**src/rtl/rdhc_pkg.sv**
```systemverilog
// Shared types and constants for the roof drive heartbeat controller.
// No dependencies; used by every module in rtl/.
package rdhc_pkg;

    localparam int unsigned CNT_W      = 8;
    localparam int unsigned IN_DATA_W  = 16;
    localparam int unsigned OUT_DATA_W = 32;

    // Host command bytes
    localparam logic [7:0] CMD_OPEN  = 8'hF1;
    localparam logic [7:0] CMD_CLOSE = 8'hF2;
    localparam logic [7:0] CMD_STOP  = 8'hF3;
    localparam logic [7:0] HB_OFF    = 8'h00;
    localparam logic [7:0] HB_MAX    = 8'd240;
    localparam logic [7:0] HB_HOLD   = 8'hFF;

    localparam logic [CNT_W-1:0] OPEN_TIMEOUT_RST  = 8'd45;
    localparam logic [CNT_W-1:0] CLOSE_TIMEOUT_RST = 8'd110;

    // Configuration register indexes
    localparam logic CFG_OPEN_TIMEOUT  = 1'b0;
    localparam logic CFG_CLOSE_TIMEOUT = 1'b1;

    typedef enum logic {
        KIND_HOST = 1'b0,
        KIND_TICK = 1'b1
    } t_kind;

    typedef enum logic [2:0] {
        ST_UNKNOWN       = 3'd0,
        ST_CLOSED        = 3'd1,
        ST_OPEN          = 3'd2,
        ST_CLOSING       = 3'd3,
        ST_OPENING       = 3'd4,
        ST_FORCE_CLOSING = 3'd5,
        ST_FORCE_CLOSED  = 3'd6
    } t_roof_status;

    typedef struct packed {
        logic [CNT_W-1:0] hb;
        logic             tripped;
        logic [CNT_W-1:0] close_cnt;
        logic [CNT_W-1:0] open_cnt;
        t_roof_status     status;
        logic             open_latch;
        logic             close_latch;
    } t_state;

    typedef struct packed {
        logic [CNT_W-1:0] open_timeout;
        logic [CNT_W-1:0] close_timeout;
    } t_cfg;

endpackage

```
**src/rtl/roof_drive_heartbeat_controller_core.sv**
```systemverilog
// Top level of the roof drive heartbeat controller.
// Depends on rdhc_pkg, rdhc_cfg and rdhc_step.
//
// Roof drive controller with heartbeat watchdog. Each input item is a host
// byte (tuser 0) or a half-second tick carrying limit-switch levels (tuser 1),
// and each produces exactly one result item: a snapshot of status, drive
// enables, heartbeat and both step counters after that item. Timing: an item
// sits in the input register, and its state update is done in the cycle it
// moves to the result register; one item is taken every clock while the
// result side is not stalled. The controller state register is the only
// feedback loop. The result register and the input register decouple the
// two stream sides only in part: a stalled result stops the next item from
// being taken once the input register holds an item. Timeout registers are
// written through the cfg channel (index 0 open timeout, index 1 close timeout),
// which is always ready; write them only while no item is in flight.
module roof_drive_heartbeat_controller_core (
    input  logic        i_clk,
    input  logic        i_rst_n,
    // input stream
    input  logic        i_s_axis_tvalid,
    output logic        o_s_axis_tready,
    // [7:0] host_byte, [8] closed_limit_hit, [9] open_limit_hit, [15:10] zero
    input  logic [rdhc_pkg::IN_DATA_W-1:0] i_s_axis_tdata,
    // [0] kind: 0 host byte, 1 tick
    input  logic        i_s_axis_tuser,
    // result stream
    output logic        o_m_axis_tvalid,
    input  logic        i_m_axis_tready,
    // [2:0] roof_status, [3] open_drive, [4] close_drive, [12:5] heartbeat_left,
    // [20:13] close_ticks_left, [28:21] open_ticks_left, [29] watchdog_tripped,
    // [31:30] zero
    output logic [rdhc_pkg::OUT_DATA_W-1:0] o_m_axis_tdata,
    // configuration write channel
    input  logic        i_cfg_valid,
    output logic        o_cfg_ready,
    input  logic        i_cfg_index,
    input  logic [rdhc_pkg::CNT_W-1:0] i_cfg_data
);

    rdhc_pkg::t_cfg   w_cfg;
    rdhc_pkg::t_state r_st;
    rdhc_pkg::t_state n_st;

    logic                               r_in_valid;
    rdhc_pkg::t_kind                    r_in_kind;
    logic [9:0]                         r_in_data;
    logic                               r_out_valid;
    logic [rdhc_pkg::OUT_DATA_W-1:0]    r_out_data;
    logic                               w_advance;

    rdhc_cfg u_cfg (
        .i_clk       (i_clk),
        .i_rst_n     (i_rst_n),
        .i_cfg_valid (i_cfg_valid),
        .i_cfg_index (i_cfg_index),
        .i_cfg_data  (i_cfg_data),
        .o_cfg_ready (o_cfg_ready),
        .o_cfg       (w_cfg)
    );

    // item moves from input register into result register
    assign w_advance       = r_in_valid && (!r_out_valid || i_m_axis_tready);
    assign o_s_axis_tready = !r_in_valid || w_advance;

    always_ff @(posedge i_clk) begin
        if (!i_rst_n) begin
            r_in_valid <= 1'b0;
        end else if (o_s_axis_tready) begin
            r_in_valid <= i_s_axis_tvalid;
        end
    end

    always_ff @(posedge i_clk) begin
        if (o_s_axis_tready && i_s_axis_tvalid) begin
            r_in_kind <= rdhc_pkg::t_kind'(i_s_axis_tuser);
            r_in_data <= i_s_axis_tdata[9:0];
        end
    end

    rdhc_step u_step (
        .i_st         (r_st),
        .i_cfg        (w_cfg),
        .i_kind       (r_in_kind),
        .i_host_byte  (r_in_data[7:0]),
        .i_closed_hit (r_in_data[8]),
        .i_open_hit   (r_in_data[9]),
        .o_st         (n_st)
    );

    // controller state, committed once per item
    always_ff @(posedge i_clk) begin
        if (!i_rst_n) begin
            r_st.hb          <= '0;
            r_st.tripped     <= 1'b0;
            r_st.close_cnt   <= '0;
            r_st.open_cnt    <= '0;
            r_st.status      <= rdhc_pkg::ST_UNKNOWN;
            r_st.open_latch  <= 1'b0;
            r_st.close_latch <= 1'b0;
        end else if (w_advance) begin
            r_st <= n_st;
        end
    end

    always_ff @(posedge i_clk) begin
        if (!i_rst_n) begin
            r_out_valid <= 1'b0;
        end else if (w_advance) begin
            r_out_valid <= 1'b1;
        end else if (i_m_axis_tready) begin
            r_out_valid <= 1'b0;
        end
    end

    always_ff @(posedge i_clk) begin
        if (w_advance) begin
            r_out_data <= {2'b00, n_st.tripped, n_st.open_cnt, n_st.close_cnt,
                           n_st.hb, n_st.close_latch, n_st.open_latch,
                           n_st.status};
        end
    end

    assign o_m_axis_tvalid = r_out_valid;
    assign o_m_axis_tdata  = r_out_data;

    // drive enables track their counters right after a tick
    a_drive_follows_tick: assert property (@(posedge i_clk) disable iff (!i_rst_n)
        (w_advance && r_in_kind == rdhc_pkg::KIND_TICK) |=>
        (r_st.open_latch == (r_st.open_cnt != '0)) &&
        (r_st.close_latch == (r_st.close_cnt != '0)))
        else $error("drive enable does not match counter after tick");

    // a tripped watchdog keeps the heartbeat disabled
    a_trip_hb_off: assert property (@(posedge i_clk) disable iff (!i_rst_n)
        r_st.tripped |-> (r_st.hb == '0))
        else $error("heartbeat running while tripped");

    a_hb_range: assert property (@(posedge i_clk) disable iff (!i_rst_n)
        r_st.hb <= rdhc_pkg::HB_MAX)
        else $error("heartbeat above maximum");

    // never drive both motors
    a_one_motor: assert property (@(posedge i_clk) disable iff (!i_rst_n)
        !((r_st.open_cnt != '0) && (r_st.close_cnt != '0)))
        else $error("open and close counters both running");

endmodule

```
**src/rtl/rdhc_cfg.sv**
```systemverilog
// Timeout configuration registers of the roof drive heartbeat controller.
// Depends on rdhc_pkg.
module rdhc_cfg (
    input  logic                     i_clk,
    input  logic                     i_rst_n,
    input  logic                     i_cfg_valid,
    input  logic                     i_cfg_index,
    input  logic [rdhc_pkg::CNT_W-1:0] i_cfg_data,
    output logic                     o_cfg_ready,
    output rdhc_pkg::t_cfg           o_cfg
);

    rdhc_pkg::t_cfg r_cfg;

    assign o_cfg_ready = 1'b1;
    assign o_cfg       = r_cfg;

    always_ff @(posedge i_clk) begin
        if (!i_rst_n) begin
            r_cfg.open_timeout  <= rdhc_pkg::OPEN_TIMEOUT_RST;
            r_cfg.close_timeout <= rdhc_pkg::CLOSE_TIMEOUT_RST;
        end else if (i_cfg_valid) begin
            case (i_cfg_index)
                rdhc_pkg::CFG_OPEN_TIMEOUT:  r_cfg.open_timeout  <= i_cfg_data;
                rdhc_pkg::CFG_CLOSE_TIMEOUT: r_cfg.close_timeout <= i_cfg_data;
                default: ;
            endcase
        end
    end

endmodule

```
**src/rtl/rdhc_step.sv**
```systemverilog
// Next-state logic for one item: host byte decode or half-second tick update.
// Depends on rdhc_pkg.
module rdhc_step (
    input  rdhc_pkg::t_state         i_st,
    input  rdhc_pkg::t_cfg           i_cfg,
    input  rdhc_pkg::t_kind          i_kind,
    input  logic [7:0]               i_host_byte,
    input  logic                     i_closed_hit,
    input  logic                     i_open_hit,
    output rdhc_pkg::t_state         o_st
);

    rdhc_pkg::t_state n_st;

    always_comb begin
        n_st = i_st;
        if (i_kind == rdhc_pkg::KIND_HOST) begin
            case (i_host_byte)
                rdhc_pkg::CMD_OPEN: begin
                    n_st.close_cnt = '0;
                    n_st.open_cnt  = i_cfg.open_timeout;
                end
                rdhc_pkg::CMD_CLOSE: begin
                    n_st.open_cnt  = '0;
                    n_st.close_cnt = i_cfg.close_timeout;
                end
                rdhc_pkg::CMD_STOP: begin
                    if (i_st.open_cnt > 8'd1)  n_st.open_cnt  = 8'd1;
                    if (i_st.close_cnt > 8'd1) n_st.close_cnt = 8'd1;
                end
                default: ;
            endcase
            if (i_host_byte <= rdhc_pkg::HB_MAX) begin
                // zero byte: clear trip, cancel close, disable heartbeat
                if (i_host_byte == rdhc_pkg::HB_OFF) begin
                    n_st.tripped   = 1'b0;
                    n_st.close_cnt = '0;
                end
                if (!n_st.tripped) n_st.hb = i_host_byte;
            end
        end else begin
            n_st.status = rdhc_pkg::ST_UNKNOWN;
            // heartbeat countdown and forced close on expiry
            if (i_st.hb != rdhc_pkg::HB_HOLD && i_st.hb != '0) begin
                n_st.hb = i_st.hb - 8'd1;
                if (n_st.hb == '0) begin
                    n_st.tripped   = 1'b1;
                    n_st.open_cnt  = '0;
                    n_st.close_cnt = i_cfg.close_timeout;
                end
            end
            // limit switches, closed has priority
            if (i_closed_hit) begin
                n_st.status    = n_st.tripped ? rdhc_pkg::ST_FORCE_CLOSED
                                              : rdhc_pkg::ST_CLOSED;
                n_st.close_cnt = '0;
            end else if (i_open_hit) begin
                n_st.status   = rdhc_pkg::ST_OPEN;
                n_st.open_cnt = '0;
            end
            // step whichever motor is running
            if (n_st.close_cnt != '0) begin
                n_st.status    = n_st.tripped ? rdhc_pkg::ST_FORCE_CLOSING
                                              : rdhc_pkg::ST_CLOSING;
                n_st.close_cnt = n_st.close_cnt - 8'd1;
            end else if (n_st.open_cnt != '0) begin
                n_st.status   = rdhc_pkg::ST_OPENING;
                n_st.open_cnt = n_st.open_cnt - 8'd1;
            end
            n_st.open_latch  = (n_st.open_cnt != '0);
            n_st.close_latch = (n_st.close_cnt != '0);
        end
    end

    assign o_st = n_st;

endmodule

```
**config.mk**
```make
export PLATFORM = sky130hd
export DESIGN_NAME = roof_drive_heartbeat_controller_core
export DESIGN_NICKNAME = d
export VERILOG_FILES = /design/src/rtl/rdhc_pkg.sv /design/src/rtl/roof_drive_heartbeat_controller_core.sv /design/src/rtl/rdhc_cfg.sv /design/src/rtl/rdhc_step.sv
export SDC_FILE = /design/constraint.sdc
export NUM_CORES = 1
export LEC_CHECK = 0
export ABC_AREA = 0
export BUFFER_PORTS_ARGS = -buffer_cell sky130_fd_sc_hd__clkbuf_2
export CAP_MARGIN = 30
export CORE_MARGIN = 1
export CORE_UTILIZATION = 24
export DETAILED_ROUTE_END_ITERATION = 8
export PLACE_DENSITY = 0.51
export SLEW_MARGIN = 15
export SYNTH_ARGS = -nofsm -noshare
export SYNTH_HDL_FRONTEND = slang
export SYNTH_SLANG_ARGS = --single-unit
```
**constraint.sdc**
```tcl
create_clock -name i_clk -period 5.6 [get_ports i_clk]
set_input_delay 0.56 -clock i_clk [delete_from_list [all_inputs] [get_ports i_clk]]
set_output_delay 0.56 -clock i_clk [all_outputs]
set_load 0.02 [all_outputs]
```
==> results.json <==
{
  "synth_area_leaders": "edfxtp_1, dfxtp_1, nand2_1",
  "rsz0062_at_grt": "no",
  "drtPass1Iterations": 7,
  "grt_max_degree": 56,
  "hold_path.class": "in2reg",
  "peakVddDrop_mv": 0.1438,
  "cts_buffers": 9,
  "clk_transition_reported_paths_ns": 0.06,
  "setup.worst_path.class": "reg2reg",
  "setup_viol": 0,
  "cts_setup_buffers": 0,
  "drv_cap": 0,
  "synth_most_common_cell": "nand2_1",
  "drc": 0,
  "grt_antenna_before_repair": 0,
  "start_kind": "register",
  "max_freq_mhz": 208.0,
  "finalCriticalPeriod_ns": 4.807,
  "clockRootBuffer": "clkbuf_16",
  "drt_iter0_markers": 306,
  "tritoncts": "done",
  "arrival_ns": 4.91,
  "wl_um": 13920,
  "p_leak_nw": 2.223,
  "synth_top_area_cell": "edfxtp_1",
  "end_kind": "register",
  "required_ns": 5.71,
  "fin_skew_ns": 0.008919,
  "cts_resized": 0,
  "layout.nets": 643,
  "place.gp.congestion": 0.8746,
  "first_global_vias": 3975,
  "synth_commonest_cells": "nand2_1, nor2_1, dfxtp_1, edfxtp_1, a21oi_1",
  "hold_viol": 0,
  "yosysSeqAreaShare_pct": 44.39,
  "h-tree-depth": 3,
  "report.final.slew_viol_count": 0,
  "worstMarginPinSlew_ns": 0.8307,
  "yosysTopAreaCellShare_pct": 24.93,
  "cts_hold_buf": 0,
  "die_w_um": 145.4,
  "status": "complete, no violations",
  "postSynthAreaPerCell_um2": 8.679,
  "layout-drive-gt1-share_pct": 15.55,
  "die_y_um": 145.4,
  "wl_per_cell_um": 15.79,
  "area_delta_synth_final_pct": 16.34,
  "relSlewSlack_pct": 44.04,
  "synth_edf_count": 41,
  "synth_seq_cells": 89,
  "portBuffers": 56,
  "dieArea_um2": 21150,
  "synth_top_flop_cell": "dfxtp_1",
  "finalInstanceArea_um2": 5746,
  "drtAntennaViolNets": 0,
  "vias": 4282,
  "yosys_warnings": 0,
  "setup_tns_ns": 0,
  "cts_buffer_depth": 2,
  "io_pins": 66,
  "cts_sinks": 89,
  "ys_types": 75,
  "synthCells": 569,
  "grt_pass1_wl_um": 22140,
  "post_dp_cell_area_um2": 5421,
  "diodes": 0,
  "grt_overflow": 0,
  "via_per_inst": 4.860,
  "row_count": 52,
  "powerDensity_nw_per_um2": 293.4,
  "crit_fanout": 11,
  "hpwl_um": 9914,
  "coreArea_um2": 20230,
  "syn_area_um2": 4938,
  "initial_core_util_pct": 24.41,
  "grt_use_total_pct": 13.35,
  "period_share_pct": 85.84,
  "async_flop_share_pct": 0,
  "clkLatencyLatePin_ns": 0.35
}
## cells in the final DEF (no fill, tap or decap), types with 3 or more instances in the layout
cell type	count
and2_1	7
clkbuf_16	9
mux2i_1	3
edfxtp_1	41
a22oi_1	3
o211a_1	4
a211oi_1	3
or4_1	3
nand4_1	5
a21oi_1	37
nor3_1	15
conb_1	3
a21o_1	7
a21boi_0	20
nor2_1	54
ha_1	6
mux2_2	4
clkbuf_2	56
nand2_1	99
nand4b_1	3
nand2b_1	6
o22ai_1	4
dfxtp_1	48
clkbuf_1	3
and3_1	6
nor4_1	3
o31ai_1	3
o211ai_1	4
a31oi_1	6
nor2b_1	5
a221oi_1	7
o21ai_0	25
inv_1	15
nor3b_1	8
nand3_1	25
buf_4	4
## routing by layer
layer / vias up / GRT usage [%] / share of wire, %
li1: 2136 / - / -
met1: 1983 / 19.05 / 49
met2: 142 / 18.85 / 42
met3: 21 / 3.292 / 7.5
met4: 0 / 6.000 / 2.2
met5: - / 0 / 0
## power breakdown
group	leakage [nW]	switching (mW)	internal, mW	total, mW
Clock	0.137	0.241	0.357	0.598
Combinational	1.30	0.200	0.120	0.321
Sequential	0.788	0.0400	0.727	0.767
## metrics by stage
step	cells	total power, mW	hold slack [ns]	util (%)	setup WS (ns)
3_5_place_dp	863	1.098	0.4662	26.79	0.8724
3_3_place_gp	863	1.098	0.4572	26.79	0.8430
2_1_floorplan	570	1.006	0.4413	-	1.585
4_1_cts	879	1.701	0.3772	28.23	0.8654
5_1_grt	881	1.764	0.3791	28.39	0.5472
6_report	881	1.686	0.3918	28.39	0.7927
## logic make-up (layout without fill, tap and decap cells)
group | after synthesis | count (layout) | share of synthesized area, %
other | 2 | 3 | 0.1521
buffers and inverters | 53 | 94 | 4.636
adders and majority gates | 6 | 6 | 1.520
and+or+nand+nor | 251 | 251 | 24.50
xor gates and xnor gates | 4 | 4 | 0.7095
muxes | 7 | 7 | 1.520
DFF | 89 | 89 | 44.39
AOI/OAI and AO/OA | 157 | 157 | 22.57
## critical path, cell delays in order, from the launching register on
cell and delay (ns):
dfxtp_1 0.59, inv_1 0.12, ha_1 0.36, or4_1 0.55, a41oi_2 0.44, nand2_1 0.30
nand2_1 0.14, a21o_1 0.18, ha_1 0.21, o311a_1 0.43, nand2_1 0.28, o32a_1 0.24
or4_4 0.51, o22a_1 0.20
## final cells by class
type | instances | area (um^2)
Clock buffer | 13 | 250.2
Sequential cell | 89 | 2192
Fill cell | 2179 | 14490
Clock inverter | 3 | 41.29
Timing Repair Buffer | 62 | 342.8
Tap cell | 270 | 337.8
Multi-Input combinational cell | 428 | 2521
Inverter | 16 | 60.06
## final timing paths
| check | startpoint | to | slack, ns | depth (start not counted) |
|---|---|---|---|---|
| max | r_st[22] | o_m_axis_tdata[4] | 0.79 | 13 |
| min | i_s_axis_tdata[0] | r_in_data[0] | 0.39 | 1 |
| max reg2reg | r_st[22] | o_m_axis_tdata[4] | 0.79 | 13 |
| min reg2reg | r_st[2] | r_st[2] | 0.47 | 2 |
## sequential cells by signal (all words and copies together), names as in the netlist
name             flops
o_m_axis_tvalid      1
u_cfg.o_cfg         16
r_in_kind            1
r_in_valid           1
r_st                30
o_m_axis_tdata      30
r_in_data           10
(Power assumes the default switching activity.)
